$ cat config.mk
export PLATFORM = sky130hd
export DESIGN_NAME = cursor_report_parser_top
export DESIGN_NICKNAME = d
export VERILOG_FILES = /design/src/crp_pkg.sv /design/src/crp_core.sv /design/src/cursor_report_parser_top.sv
export VERILOG_INCLUDE_DIRS = /design/src /design/src/src
export SDC_FILE = /design/constraint.sdc
export NUM_CORES = 1
export LEC_CHECK = 0
export BUFFER_PORTS_ARGS = -buffer_cell sky130_fd_sc_hd__buf_2
export CAP_MARGIN = 20
export CORE_MARGIN = 2
export CORE_UTILIZATION = 40
export CTS_CLUSTER_SIZE = 10
export DETAILED_ROUTE_END_ITERATION = 16
export PLACE_DENSITY = 0.67
export SLEW_MARGIN = 15
export SYNTH_ARGS = -nofsm -noshare
export SYNTH_HDL_FRONTEND = slang
export SYNTH_SLANG_ARGS = --single-unit
export TNS_END_PERCENT = 50
$ cat constraint.sdc
create_clock -name i_clk -period 6.2 [get_ports i_clk]
set_input_delay 1.55 -clock i_clk [delete_from_list [all_inputs] [get_ports i_clk]]
set_output_delay 1.55 -clock i_clk [all_outputs]
set_load 0.05 [all_outputs]
$ cat src/assert_macros.svh
// ---------------------------------------------------------------------------
// Assertion macros
// Shared concurrent assertion forms for the RTL, clocked and reset-qualified.
// ---------------------------------------------------------------------------
`ifndef ASSERT_MACROS_SVH
`define ASSERT_MACROS_SVH

// Whenever the antecedent holds, the consequent holds in the same cycle.
`define ASSERT_SAME(label, clk, rst_n, ante, cons) \
    label: assert property (@(posedge clk) disable iff (!rst_n) (ante) |-> (cons)) \
        else $error("assertion failed: same-cycle implication");

// Whenever the antecedent holds, the consequent holds in the next cycle.
`define ASSERT_NEXT(label, clk, rst_n, ante, cons) \
    label: assert property (@(posedge clk) disable iff (!rst_n) (ante) |=> (cons)) \
        else $error("assertion failed: next-cycle implication");

`endif

$ cat src/crp_pkg.sv
// ---------------------------------------------------------------------------
// Cursor report parser package
// Payload types, character codes, parse phases and limits.
// ---------------------------------------------------------------------------
package crp_pkg;

    localparam int CrpMaxReplyBytesDef = 15;

    localparam int unsigned NumW = 10;
    localparam logic [NumW-1:0] NumLimit = 10'd999;

    localparam logic [7:0] ChEsc      = 8'h1B;
    localparam logic [7:0] ChLBracket = 8'h5B;
    localparam logic [7:0] ChSemi     = 8'h3B;
    localparam logic [7:0] ChR        = 8'h52;
    localparam logic [7:0] ChZero     = 8'h30;
    localparam logic [7:0] ChNine     = 8'h39;

    typedef struct packed {
        logic [7:0] byte_value;
        logic       start_of_reply;
    } t_in_item;

    typedef struct packed {
        logic            reply_valid;
        logic [NumW-1:0] row_count;
        logic [NumW-1:0] column_count;
    } t_out_item;

    // One parse step's outcome as seen by the output register.
    typedef struct packed {
        logic      present;
        t_out_item item;
    } t_step_result;

    typedef enum logic [4:0] {
        PH_ESC     = 5'b00001,
        PH_BRACKET = 5'b00010,
        PH_ROWS    = 5'b00100,
        PH_COLS    = 5'b01000,
        PH_DONE    = 5'b10000
    } t_phase;

endpackage

$ cat src/crp_core.sv
// ---------------------------------------------------------------------------
// Cursor report parse core
// Parse state registers and the one-byte step that updates them.
// ---------------------------------------------------------------------------
module crp_core #(
    parameter int MAX_REPLY_BYTES = crp_pkg::CrpMaxReplyBytesDef
) (
    input  logic                  i_clk,
    input  logic                  i_rst_n,
    input  logic                  i_step,
    input  crp_pkg::t_in_item     i_item,
    output crp_pkg::t_step_result o_result
);
    import crp_pkg::*;

    localparam int CntW = $clog2(MAX_REPLY_BYTES + 1);
    localparam logic [CntW-1:0] CntMax = CntW'(MAX_REPLY_BYTES);

    t_phase          r_phase, n_phase;
    logic [NumW-1:0] r_row, n_row;
    logic [NumW-1:0] r_col, n_col;
    logic            r_digit, n_digit;
    logic [CntW-1:0] r_cnt, n_cnt;
    logic            r_broken, n_broken;

    always_comb begin
        logic [7:0]      b;
        logic            is_digit;
        logic [NumW-1:0] acc;
        logic [13:0]     prod;
        t_phase          ph;

        b        = i_item.byte_value;
        is_digit = (b >= ChZero) && (b <= ChNine);

        // A start byte clears the parse and is then taken as the first byte.
        if (i_item.start_of_reply) begin
            ph       = PH_ESC;
            n_row    = '0;
            n_col    = '0;
            n_digit  = 1'b0;
            n_cnt    = '0;
            n_broken = 1'b0;
        end else begin
            ph       = r_phase;
            n_row    = r_row;
            n_col    = r_col;
            n_digit  = r_digit;
            n_cnt    = r_cnt;
            n_broken = r_broken;
        end
        n_phase  = ph;
        o_result = '0;

        acc  = (ph == PH_ROWS) ? n_row : n_col;
        prod = {4'b0, acc} * 14'd10 + {10'b0, b[3:0]};

        if (ph != PH_DONE) begin
            n_cnt = n_cnt + CntW'(1);
            if (b == ChR) begin
                o_result.present = 1'b1;
                if (!n_broken && ph == PH_COLS && n_digit && n_row != '0 && n_col != '0) begin
                    o_result.item.reply_valid  = 1'b1;
                    o_result.item.row_count    = n_row;
                    o_result.item.column_count = n_col;
                end
                n_phase = PH_DONE;
            end else begin
                if (!n_broken) begin
                    unique case (ph) inside
                        PH_ESC: begin
                            if (b == ChEsc) n_phase = PH_BRACKET;
                            else n_broken = 1'b1;
                        end
                        PH_BRACKET: begin
                            if (b == ChLBracket) n_phase = PH_ROWS;
                            else n_broken = 1'b1;
                        end
                        PH_ROWS, PH_COLS: begin
                            if (is_digit) begin
                                if (prod > {4'b0, NumLimit}) begin
                                    n_broken = 1'b1;
                                end else begin
                                    n_digit = 1'b1;
                                    if (ph == PH_ROWS) n_row = prod[NumW-1:0];
                                    else n_col = prod[NumW-1:0];
                                end
                            end else if (ph == PH_ROWS && b == ChSemi && n_digit
                                         && n_row != '0) begin
                                n_phase = PH_COLS;
                                n_digit = 1'b0;
                            end else begin
                                n_broken = 1'b1;
                            end
                        end
                        default: n_broken = n_broken;
                    endcase
                end
                // The last allowed byte ends the reply as invalid.
                if (n_cnt >= CntMax) begin
                    o_result.present = 1'b1;
                    n_phase = PH_DONE;
                end
            end
        end
    end

    always_ff @(posedge i_clk) begin
        if (!i_rst_n) begin
            r_phase  <= PH_DONE;
            r_row    <= '0;
            r_col    <= '0;
            r_digit  <= 1'b0;
            r_cnt    <= '0;
            r_broken <= 1'b0;
        end else if (i_step) begin
            r_phase  <= n_phase;
            r_row    <= n_row;
            r_col    <= n_col;
            r_digit  <= n_digit;
            r_cnt    <= n_cnt;
            r_broken <= n_broken;
        end
    end

endmodule

$ cat src/cursor_report_parser_top.sv
// ---------------------------------------------------------------------------
// Cursor report parser, top level
// Parses terminal cursor-position replies (ESC [ rows ; cols R) byte by byte.
// ---------------------------------------------------------------------------
// Usage: bytes enter on the input channel (i_in_valid / o_in_stall /
// i_in_data), one byte per transfer, with start_of_reply set on the first
// byte of each reply. When a reply ends, at its first R or at its
// MAX_REPLY_BYTES-th byte, one result transfer leaves on the output channel
// (o_out_valid / i_out_stall / o_out_data) carrying the valid flag and the
// row and column counts; both counts are zero when the reply is invalid.
// Bytes that arrive outside a reply produce nothing.
// A byte passes through two registers on its way to the result: the input
// register, then the parse step into the result register. One byte is taken
// every cycle while the receiver does not stall; the rate is set by the parse
// step, which updates the phase and accumulators at once.
// Reset is synchronous and active low; afterwards the parser waits for a
// start byte and both registers are empty.
// When the receiver stalls with a result pending, the parse step halts and
// the input register holds one byte, then the input channel stalls too.
// ---------------------------------------------------------------------------
`include "assert_macros.svh"

module cursor_report_parser_top #(
    parameter int MAX_REPLY_BYTES = crp_pkg::CrpMaxReplyBytesDef
) (
    input  logic               i_clk,
    input  logic               i_rst_n,
    input  logic               i_in_valid,
    output logic               o_in_stall,
    input  crp_pkg::t_in_item  i_in_data,
    output logic               o_out_valid,
    input  logic               i_out_stall,
    output crp_pkg::t_out_item o_out_data
);
    import crp_pkg::*;

    logic         r_in_valid;
    t_in_item     r_in;
    logic         r_out_valid;
    t_out_item    r_out;
    logic         step;
    t_step_result result;

    // The parse step runs whenever a byte is held and the result register can
    // take whatever the step produces.
    assign step       = r_in_valid && (!r_out_valid || !i_out_stall);
    assign o_in_stall = r_in_valid && !step;

    always_ff @(posedge i_clk) begin
        if (!i_rst_n) begin
            r_in_valid <= 1'b0;
        end else if (i_in_valid && !o_in_stall) begin
            r_in_valid <= 1'b1;
        end else if (step) begin
            r_in_valid <= 1'b0;
        end
    end

    always_ff @(posedge i_clk) begin
        if (i_in_valid && !o_in_stall) begin
            r_in <= i_in_data;
        end
    end

    crp_core #(
        .MAX_REPLY_BYTES(MAX_REPLY_BYTES)
    ) u_core (
        .i_clk   (i_clk),
        .i_rst_n (i_rst_n),
        .i_step  (step),
        .i_item  (r_in),
        .o_result(result)
    );

    // The result register is free when empty or when its transfer completes.
    always_ff @(posedge i_clk) begin
        if (!i_rst_n) begin
            r_out_valid <= 1'b0;
        end else if (!r_out_valid || !i_out_stall) begin
            r_out_valid <= step && result.present;
        end
    end

    always_ff @(posedge i_clk) begin
        if (step && result.present) begin
            r_out <= result.item;
        end
    end

    assign o_out_valid = r_out_valid;
    assign o_out_data  = r_out;

    // A valid reply always carries counts in range.
    `ASSERT_SAME(a_valid_counts, i_clk, i_rst_n, o_out_valid && o_out_data.reply_valid,
        o_out_data.row_count != '0 && o_out_data.column_count != '0
        && o_out_data.row_count <= NumLimit && o_out_data.column_count <= NumLimit)
    // An invalid reply reports zero counts.
    `ASSERT_SAME(a_invalid_zero, i_clk, i_rst_n, o_out_valid && !o_out_data.reply_valid,
        o_out_data.row_count == '0 && o_out_data.column_count == '0)
    // The input side stalls only while a byte waits in the input register.
    `ASSERT_SAME(a_stall_held, i_clk, i_rst_n, o_in_stall, r_in_valid && r_out_valid)
    // A parse step that produces a result shows it in the next cycle.
    `ASSERT_NEXT(a_result_shown, i_clk, i_rst_n, step && result.present, o_out_valid)

endmodule
==> results of run 1 <==
-- cells in the final DEF (no fill, tap or decap), drive strengths merged, types with 7 or more instances in the layout --
cell type / Yosys / routed
nand2: 37 / 37
buf: 3 / 36
dfxtp: 33 / 33
nor2: 30 / 30
edfxtp: 30 / 30
a21oi: 29 / 29
and2: 22 / 22
nand3: 21 / 21
ha: 19 / 19
inv: 12 / 12
clkbuf: 10 / 11
o21ai: 11 / 11
xor2: 9 / 9
nor2b: 8 / 8
xnor2: 7 / 7
and3: 7 / 7
nor3: 7 / 7
a21o: 7 / 7
a22o: 7 / 7
nor4: 7 / 7
-- registers in the layout, summed over array words and instances (netlist names) --
| name | cells |
|---|---|
| r_in_valid | 1 |
| u_core.r_phase | 5 |
| u_core.r_cnt | 4 |
| o_out_data | 21 |
| u_core.r_digit | 1 |
| r_in | 9 |
| u_core.r_broken | 1 |
| u_core.r_row | 10 |
| u_core.r_col | 10 |
| o_out_valid | 1 |
-- final timing paths --
| check | end | slack, ns | cells past startpoint | from |
|---|---|---|---|---|
| worst max-delay path | u_core.r_col[0] | 1.04 | 16 | u_core.r_phase[3] |
| worst min register to register | u_core.r_digit | 0.49 | 2 | u_core.r_digit |
| worst min-delay path | u_core.r_digit | 0.49 | 2 | u_core.r_digit |
| worst max register to register | u_core.r_col[0] | 1.04 | 16 | u_core.r_phase[3] |
-- layout make-up --
type                            instances  area, sq um  share of cell area (%)
Multi-Input combinational cell        300         2010                    48.6
Sequential cell                        63         1560                    37.8
Timing Repair Buffer                   37          188                    4.55
Tap cell                              108          135                    3.27
Clock buffer                           10          128                    3.09
Clock inverter                          6         61.3                    1.49
Inverter                               13         48.8                    1.18
-- per-layer routing --
| metal | vias to the layer above | global-route usage (%) | wire length, um |
|---|---|---|---|
| met3 | 9 | 4.25 | 564 |
| li1 | 1504 | - | - |
| met1 | 1453 | 25.3 | 3950 |
| met4 | 0 | 5.90 | 115 |
| met5 | - | 0 | 0 |
| met2 | 102 | 29.6 | 4100 |
-- report_power, final --
group	internal (mW)	leakage [nW]	switching, mW
sequential	0.441	0.500	0.00688
clock	0.184	0.0859	0.160
combinational	0.0170	1.03	0.0344
total	0.641	1.61	0.202
-- stage by stage --
stage | hold WS, ns | std cells
6_report | 0.486 | 537
5_1_grt | 0.536 | 537
4_1_cts | 0.484 | 536
3_5_place_dp | 0.471 | 520
3_3_place_gp | 0.454 | 520
2_1_floorplan | 0.445 | 389
-- kinds of logic after synthesis --
kind of cell | count (synthesis) | synth area share, %
DFF | 63 | 42.5
xor gates and xnor gates | 16 | 3.81
and+or+nand+nor | 165 | 24.1
muxes | 7 | 1.98
AOI/OAI and AO/OA | 91 | 17.2
buffers and inverters | 26 | 2.89
adders and majority gates | 21 | 7.56
-- worst reg2reg max path, cell delays in order, from the launching register on --
cell	delay, ns
sky130_fd_sc_hd__dfxtp_1	0.37
sky130_fd_sc_hd__nor2_1	0.30
sky130_fd_sc_hd__nand4b_1	0.61
sky130_fd_sc_hd__mux2i_1	0.29
sky130_fd_sc_hd__nor2_1	0.27
sky130_fd_sc_hd__ha_1	0.29
sky130_fd_sc_hd__ha_1	0.21
sky130_fd_sc_hd__inv_1	0.07
sky130_fd_sc_hd__fa_1	0.22
sky130_fd_sc_hd__nor2b_1	0.08
sky130_fd_sc_hd__o31ai_1	0.36
sky130_fd_sc_hd__xor2_1	0.19
sky130_fd_sc_hd__nor4_1	0.37
sky130_fd_sc_hd__mux2_2	0.44
sky130_fd_sc_hd__or4_1	0.71
sky130_fd_sc_hd__o21ai_1	0.23
sky130_fd_sc_hd__a41o_1	0.12
==> flow_metrics.tcl, run 1 <==
set metrics [dict create \
    drt_pre_antenna_iters 4 \
    final_min_period_over_clock_period_pct 83.3 \
    route.final.wire_length_um 8730 \
    h_tree_level_count 3 \
    dp.final_hpwl_um 6610 \
    synthDistinctLibCells 65 \
    period_needed_ns 5.16 \
    synth_nets 423 \
    grt_overflow_total 0 \
    setup_violating_endpoint_count_in_the_final_report 0 \
    critPathMaxFanout 14 \
    num-nets-final 458 \
    detail_route.iter0.violations 252 \
    detail_route.vias_per_cell 5.71 \
    critical_path.top_delay_family "simple AND/OR/NAND/NOR gates" \
    synth-async-reset-ratio_pct 0 \
    grt_setup_unrepaired "false" \
    finalCoreUtilization_pct 46.9 \
    number_of_antenna_violations_at_the_first_check_in_global_routing 0 \
    netlist.area_leader.share_pct 24.5 \
    numCtsBuffers 9 \
    timing.critical_path.buf_inv 1 \
    final_setup_margin_ns 1.04 \
    floorplan.io_pins 36 \
    worst_case_headroom_to_the_max_slew_limit_pct 34.9 \
    synth-edff-count 30 \
    req_time_crit_path_ns 6.49 \
    finClkSkew_ns 0.0114 \
    critical-path-slowest-cell "sky130_fd_sc_hd__or4_1" \
    post_synth.cell_area_avg_sq_um 9.44 \
    gp_congestion 0.933 \
    clkTransAtPathRegs_ns 0.08 \
    synth_area_sq_mm 0.00367 \
    yosysWarnings 0 \
    design_area_sq_mm 0.00413 \
    worstSkewPairLatency_ns 0.34 \
    diodes 0 \
    power_leakage_nw 1.61 \
    fillCellCount 834 \
    netlist.top_cell.by_area "sky130_fd_sc_hd__edfxtp_1" \
    synthesis.instances 389 \
    area_contributors_post_synth "sky130_fd_sc_hd__edfxtp_1 25%, sky130_fd_sc_hd__dfxtp_1 18%, sky130_fd_sc_hd__ha_1 6.5%" \
    ys.flop_type "sky130_fd_sc_hd__dfxtp_1" \
    initial_utilization_pct 41.7 \
    postcts_resize_cnt 0 \
    crit_path_start_kind "flip-flop" \
    cts_setup_buffers 0 \
    outcome "completed" \
    ys_seq_area_share_pct 42.5 \
    critPathKind "reg2reg" \
    detailed_place.area_sq_mm 0.00393 \
    grt_util_all_layers_pct 18.6 \
    num_vias 3068 \
    post-route-drc-count 0 \
    worstMarginPinSlew_ns 0.977 \
    grt_first_pass_wirelength_um 14800 \
    slew_violations 0 \
    io_buffers 35 \
    ir_worst_vdd_uv 131 \
    final_layout_size_suffix_gt1_share_pct 14.0 \
    route.antenna.remaining_nets 0 \
    ctsLongestPathBuffers 2 \
    crit_chain "nor2_1 -> nand4b_1 -> mux2i_1 -> nor2_1 -> ha_1 -> ha_1 -> inv_1 -> fa_1 -> nor2b_1 -> o31ai_1 -> xor2_1 -> nor4_1 -> mux2_2 -> or4_1 -> o21ai_1 -> a41o_1" \
    die_height_um 99.8 \
    synth-seq-cells 63 \
    cpPeakStageDelay_ns 0.71 \
    first_global_vias 2981 \
    grt_start_max_net_pins 25 \
    placeableCoreArea_sq_mm 0.00881 \
    drt-wirelength-per-cell_um 16.3 \
    hold_viol_final 0 \
    summed_negative_setup_slack_over_all_endpoints_ns 0 \
    place_worst_setup_slack_ns 1.10 \
    fp-row-count 34 \
    p_per_area_mw_per_mm2 204 \
    floorplan.die_area_sq_mm 0.00997 \
    hold_path.class "reg2reg" \
    design_power_total_mw 0.843 \
    clock_sink_count 63 \
    max_cap_violations 0 \
    die-width_um 99.8 \
    timing.fmax_mhz 194 \
    timing.critical_path.arrival_ns 5.45 \
    holdBufCountCts 0 \
    flow.area_growth_from_synthesis_pct 12.4 \
    tritoncts_clock_tree "done" \
    endpoint_kind "flip-flop" \
    netlist_top_cells_count "37 x sky130_fd_sc_hd__nand2_1, 33 x sky130_fd_sc_hd__dfxtp_1, 30 x sky130_fd_sc_hd__edfxtp_1, 30 x sky130_fd_sc_hd__nor2_1, 28 x sky130_fd_sc_hd__a21oi_1" \
    post-synth-top-count-cell "sky130_fd_sc_hd__nand2_1" \
    root_buffer "sky130_fd_sc_hd__clkbuf_8" \
]
(Power assumes the default switching activity.)
==> run 2: changes to the inputs <==
==> constraint.sdc (replaced) <==
create_clock -name i_clk -period 4.8 [get_ports i_clk]
set_input_delay 1.2 -clock i_clk [delete_from_list [all_inputs] [get_ports i_clk]]
set_output_delay 1.2 -clock i_clk [all_outputs]
set_load 0.05 [all_outputs]
==> run 2 against run 1 <==
Maximum frequency grew 13%. Register-to-register slack lost 0.80 ns. Count of clock-buffer cells in the layout is the same. Global-route usage shrank 0.37 points. Sequential power grew 29%. Combinational power grew 35%. First-iteration DRC count grew 9.9%. Largest cell class unchanged. Design area grew 2.6%. Power grew 29%. Flip-flop and latch count is the same. Die area is the same.
==> flow_metrics.tcl, run 2 (synthesized netlist as in run 1, its figures left out) <==
set metrics [dict create \
    io_buffers 35 \
    worstMarginPinSlew_ns 0.964 \
    finClkSkew_ns 0.0126 \
    numCtsBuffers 9 \
    switchingPower_mw 0.257 \
    ctsLongestPathBuffers 2 \
    number_of_flip_flops_in_the_largest_register 21 \
    diodes 0 \
    slew_violations 0 \
    setup_violating_endpoint_count_in_the_final_report 0 \
    max_cap_violations 0 \
    dp.cells 524 \
    drt-wirelength-per-cell_um 15.7 \
    holdCritStartpoint "u_core.r_digit" \
    clock_sink_count 63 \
    rr_worst_depth 18 \
    summed_negative_setup_slack_over_all_endpoints_ns 0 \
    drt_pre_antenna_iters 4 \
    worst_case_headroom_to_the_max_slew_limit_pct 35.7 \
    cpPeakStageDelay_ns 0.46 \
    num-nets-final 465 \
    flow.area_growth_from_synthesis_pct 15.3 \
    detail_route.vias_per_cell 5.67 \
    crit_chain "nor2_1 -> nand4b_1 -> buf_4 -> mux2i_1 -> nor2_2 -> ha_1 -> ha_1 -> inv_1 -> fa_1 -> xor2_1 -> or3_1 -> or4_4 -> a221oi_4 -> buf_4 -> o41ai_2 -> a21oi_2 -> buf_4 -> a22o_1" \
    detail_route.iter0.violations 277 \
    final_layout_size_suffix_gt1_share_pct 17.7 \
    critPathMaxFanout 9 \
    p_per_area_mw_per_mm2 257 \
    tritoncts_clock_tree "done" \
    grt_start_max_net_pins 25 \
    critical-path-slowest-cell "sky130_fd_sc_hd__or4_4" \
    rr_startpoint "r_in[0]" \
    place_worst_setup_slack_ns 0.238 \
    final_min_period_over_clock_period_pct 95.1 \
    die-width_um 99.8 \
    hold_path.class "reg2reg" \
    post-route-drc-count 0 \
    power_leakage_nw 1.65 \
    critical-path-top-cell-by-count "sky130_fd_sc_hd__buf_4" \
    req_time_crit_path_ns 5.08 \
    reg2reg_setup_slack_ns 0.23 \
    floorplan.io_pins 36 \
    timing.critical_path.buf_inv 4 \
    finalCoreUtilization_pct 48.1 \
    critical_path.reg2reg.endpoint "u_core.r_row[3]" \
    p_comb_share_pct 6.4 \
    num_vias 3087 \
    critical_path.top_delay_family "simple AND/OR/NAND/NOR gates" \
    gp_congestion 0.941 \
    period_needed_ns 4.57 \
    route.final.wire_length_um 8550 \
    hold_viol_final 0 \
    clkTransAtPathRegs_ns 0.07 \
    largest_register "o_out_data" \
    die_height_um 99.8 \
    h_tree_level_count 3 \
    ir_worst_vdd_uv 154 \
    timing.fmax_mhz 219 \
    fin_hold_ws_ns 0.482 \
    biggestRegsByFlops "o_out_data (21), u_core.r_col (10), u_core.r_row (10)" \
    timing.hold.worst_endpoint "u_core.r_digit" \
    detailed_place.area_sq_mm 0.00396 \
    initial_utilization_pct 41.7 \
    endpoint_kind "flip-flop" \
    first_global_vias 3056 \
    dp.final_hpwl_um 6430 \
    timing.critical_path.arrival_ns 4.85 \
    final_setup_margin_ns 0.233 \
    critPathKind "reg2reg" \
    crit_path_start_kind "flip-flop" \
    p_seq_share_pct 53.1 \
    grt_first_pass_wirelength_um 14600 \
    number_of_antenna_violations_at_the_first_check_in_global_routing 0 \
    grt_overflow_total 0 \
    design_power_total_mw 1.09 \
    floorplan.die_area_sq_mm 0.00997 \
    internal_power_mw 0.831 \
    fin_cells 544 \
    worstSkewPairLatency_ns 0.34 \
    swShare_pct 23.6 \
    grt_util_all_layers_pct 18.2 \
    outcome "completed" \
    design_area_sq_mm 0.00424 \
    pwr-share-clk_pct 40.5 \
    final_cell_mix "37 x sky130_fd_sc_hd__nand2_1, 35 x sky130_fd_sc_hd__buf_2, 33 x sky130_fd_sc_hd__dfxtp_1" \
    mostFrequentLayoutCell "sky130_fd_sc_hd__nand2_1" \
    root_buffer "sky130_fd_sc_hd__clkbuf_8" \
    placeableCoreArea_sq_mm 0.00881 \
    fp-row-count 34 \
    route.antenna.remaining_nets 0 \
    hold-path-cell-count 2 \
]
-- run 2: worst max-delay path by stage --
stage	start	to	slack, ns	cells past startpoint
after floorplan	r_in[0]	u_core.r_row[9]	0.28	17
after global placement	r_in[0]	u_core.r_col[2]	0.29	14
after detailed placement	r_in[0]	u_core.r_col[9]	0.24	17
after CTS	r_in[0]	u_core.r_col[0]	0.23	15
after global routing	r_in[0]	u_core.r_col[9]	-0.004	17
final	r_in[0]	u_core.r_row[3]	0.23	18
-- run 2: layout make-up --
cell class                 instances  area (sq um)
fill                             826          4570
tap                              108           135
inverter                          13          48.8
sequential                        63          1560
multi-input combinational        300          2060
timing repair buffer              44           243
clock buffer                      10           128
clock inverter                     6          60.1
-- run 2: what timing repair did --
action / in CTS / in global routing
endpoints found under the hold margin: 0 / 0
hold buffers: 0 / 0
resized for setup: 0 / 11
setup buffers: 0 / 4
endpoints found under the setup margin: 0 / 20
-- run 2: power by group through the flow --
stage	clock, mW	sequential [mW]	combinational, mW
after global routing	0.476	0.579	0.0763
after detailed placement	0	0.590	0.0663
after global placement	0	0.590	0.0658
final	0.441	0.578	0.0693
after floorplan	0	0.588	0.0455
after CTS	0.447	0.578	0.0665
-- run 2: routing by layer --
metal | vias up | track usage [%] | wire (um)
li1 | 1533 | - | -
met1 | 1430 | 24.5 | 3870
met2 | 109 | 28.7 | 3950
met3 | 15 | 3.69 | 584
met4 | 0 | 7.80 | 153
met5 | - | 0 | 0
-- run 2: worst register-to-register path, delay by kind of cell (launching register included) --
family	cells	cell delay, ns
buf+inv	4	0.63
simple gates	5	1.35
compound gates	4	0.78
mux	1	0.24
flops	1	0.41
xor+xnor	1	0.22
fa+ha+maj	3	0.87
==> run 3: changes to the inputs <==
--- a/config.mk
+++ b/config.mk
@@ -6,13 +6,15 @@
 export SDC_FILE = /design/constraint.sdc
 export NUM_CORES = 1
 export LEC_CHECK = 0
-export BUFFER_PORTS_ARGS = -buffer_cell sky130_fd_sc_hd__buf_2
+export BUFFER_PORTS_ARGS = -buffer_cell sky130_fd_sc_hd__buf_4
 export CAP_MARGIN = 20
+export CELL_PAD_IN_SITES_DETAIL_PLACEMENT = 0
+export CELL_PAD_IN_SITES_GLOBAL_PLACEMENT = 1
 export CORE_MARGIN = 2
 export CORE_UTILIZATION = 40
 export CTS_CLUSTER_SIZE = 10
 export DETAILED_ROUTE_END_ITERATION = 16
-export PLACE_DENSITY = 0.67
+export PLACE_DENSITY = 0.8
 export SLEW_MARGIN = 15
 export SYNTH_ARGS = -nofsm -noshare
 export SYNTH_HDL_FRONTEND = slang
==> run 3 against run 2 <==
Cell count shrank 0.55%. Clock skew up 0.00065 ns. Clock power rose by 6.3%. Power grew 3.0%. Sequential share of layout area down 0.84 points. Non-clock buffer count is 3 lower. Die area unchanged. Critical path depth fell by 2. Wire length grew 1.4%. Maximum frequency grew 0.34%. Core utilization grew 1.1 points. Critical path type unchanged. Largest cell class unchanged. Highest routed layer unchanged.
==> flow_metrics.tcl, run 3 (synthesized netlist as in run 1, its figures left out) <==
set metrics [dict create \
    crit_path_start_kind "flip-flop" \
    cpPeakStageDelay_ns 0.47 \
    slew_violations 0 \
    hold_path.class "reg2reg" \
    power_leakage_nw 1.71 \
    detailed_place.area_sq_mm 0.00406 \
    root_buffer "sky130_fd_sc_hd__clkbuf_8" \
    grt_first_pass_wirelength_um 14600 \
    worstMarginPinSlew_ns 0.939 \
    route.antenna.remaining_nets 0 \
    tritoncts_clock_tree "done" \
    grt_overflow_total 0 \
    largest_register "o_out_data" \
    die-width_um 99.8 \
    num-nets-final 462 \
    critical-path-slowest-cell "sky130_fd_sc_hd__or4_4" \
    final_layout_size_suffix_gt1_share_pct 17.3 \
    io_buffers 35 \
    dp.final_hpwl_um 6470 \
    ir_worst_vdd_uv 139 \
    timing.critical_path.from "r_in[0]" \
    p_per_area_mw_per_mm2 259 \
    critPathMaxFanout 14 \
    endpoint_kind "flip-flop" \
    place_worst_setup_slack_ns 0.149 \
    max_cap_violations 0 \
    ctsLongestPathBuffers 2 \
    initial_utilization_pct 41.7 \
    timing.critical_path.arrival_ns 4.79 \
    holdCritStartpoint "u_core.r_digit" \
    worstSkewPairLatency_ns 0.34 \
    rr_worst_depth 16 \
    design_area_sq_mm 0.00433 \
    drt-wirelength-per-cell_um 16.0 \
    gp_congestion 0.957 \
    fp-row-count 34 \
    req_time_crit_path_ns 5.04 \
    post-route-drc-count 0 \
    worst_case_headroom_to_the_max_slew_limit_pct 37.4 \
    number_of_flip_flops_in_the_largest_register 21 \
    floorplan.io_pins 36 \
    h_tree_level_count 3 \
    dp.cells 523 \
    timing.critical_path.buf_inv 2 \
    final_setup_margin_ns 0.249 \
    fillCellCount 808 \
    period_needed_ns 4.55 \
    critical-path-top-cell-by-count "sky130_fd_sc_hd__ha_1" \
    die_height_um 99.8 \
    holdBufCountCts 0 \
    first_global_vias 2891 \
    crit_chain "nor2_1 -> nand4b_1 -> buf_12 -> mux2i_1 -> nor2_2 -> ha_1 -> ha_1 -> inv_1 -> fa_1 -> xor2_1 -> or3_1 -> or4_4 -> a221oi_4 -> nor4_2 -> and4_2 -> a32o_1" \
    drt_pre_antenna_iters 5 \
    summed_negative_setup_slack_over_all_endpoints_ns 0 \
    grt_setup_unrepaired "false" \
    hold-path-cell-count 2 \
    critical_path.top_delay_family "simple AND/OR/NAND/NOR gates" \
    critPathKind "reg2reg" \
    clkTransAtPathRegs_ns 0.07 \
    num_vias 3053 \
    numCtsBuffers 9 \
    flow.area_growth_from_synthesis_pct 18.0 \
    outcome "completed" \
    grt_util_all_layers_pct 18.6 \
    hold_viol_final 0 \
    fin_hold_ws_ns 0.482 \
    setup_violating_endpoint_count_in_the_final_report 0 \
    worstSetupPathDepth 16 \
    grt_start_max_net_pins 25 \
    number_of_antenna_violations_at_the_first_check_in_global_routing 0 \
    fin_cells 541 \
    detail_route.vias_per_cell 5.64 \
    timing.fmax_mhz 220 \
    mostFrequentLayoutCell "sky130_fd_sc_hd__buf_4" \
    floorplan.die_area_sq_mm 0.00997 \
    rr_startpoint "r_in[0]" \
    clock_sink_count 63 \
    route.final.wire_length_um 8670 \
    final_cell_mix "40 x sky130_fd_sc_hd__buf_4, 37 x sky130_fd_sc_hd__nand2_1, 33 x sky130_fd_sc_hd__dfxtp_1" \
    diodes 0 \
    placeableCoreArea_sq_mm 0.00881 \
    detail_route.iter0.violations 232 \
    biggestRegsByFlops "o_out_data (21), u_core.r_col (10), u_core.r_row (10)" \
    finClkSkew_ns 0.0132 \
    final_min_period_over_clock_period_pct 94.8 \
]
## run 3: final cells by class
class	count	area, sq um	share of cell area, %
multi-input cells	300	2070	47.7
inverters	13	48.8	1.13
well taps	108	135	3.12
flip-flops and latches	63	1560	36.0
clock buffers	12	156	3.61
clock inverters	4	43.8	1.01
repair buffers	41	320	7.39
## run 3: timing repair
action                     CTS  global route
setup endpoints to repair    0            20
setup buffers                0             2
gates resized for setup      0            13
## run 3: worst register-to-register path, stage by stage, from the launching register on
cell                       delay (ns)
sky130_fd_sc_hd__edfxtp_1        0.42
sky130_fd_sc_hd__nor2_1          0.19
sky130_fd_sc_hd__nand4b_1        0.18
sky130_fd_sc_hd__buf_12          0.19
sky130_fd_sc_hd__mux2i_1         0.20
sky130_fd_sc_hd__nor2_2          0.09
sky130_fd_sc_hd__ha_1            0.29
sky130_fd_sc_hd__ha_1            0.16
sky130_fd_sc_hd__inv_1           0.06
sky130_fd_sc_hd__fa_1            0.40
sky130_fd_sc_hd__xor2_1          0.22
sky130_fd_sc_hd__or3_1           0.45
sky130_fd_sc_hd__or4_4           0.47
sky130_fd_sc_hd__a221oi_4        0.47
sky130_fd_sc_hd__nor4_2          0.11
sky130_fd_sc_hd__and4_2          0.32
sky130_fd_sc_hd__a32o_1          0.23
## run 3: final timing paths
kind,slack (ns),to
setup / recovery,0.25,u_core.r_row[9]
hold reg to reg,0.48,u_core.r_digit
hold / removal,0.48,u_core.r_digit
setup reg to reg,0.25,u_core.r_row[9]
## run 3: per-layer routing
metal  global-route usage [%]  share of wire, %
met2                     28.1                44
met1                     26.3                49
met5                        0                 0
met4                     7.17               2.0
met3                     4.04               5.0
## run 3: power breakdown
part           internal [mW]  leakage (nW)  switching (mW)
sequential             0.570         0.500         0.00876
clock                  0.268         0.103           0.200
combinational         0.0271          1.10          0.0461
## run 3: stage by stage
step	power (mW)	util, %
6_report	1.12	49.2
5_1_grt	1.16	49.2
4_1_cts	1.13	48.3
3_5_place_dp	0.660	46.1
3_3_place_gp	0.659	46.1
2_1_floorplan	0.634	-
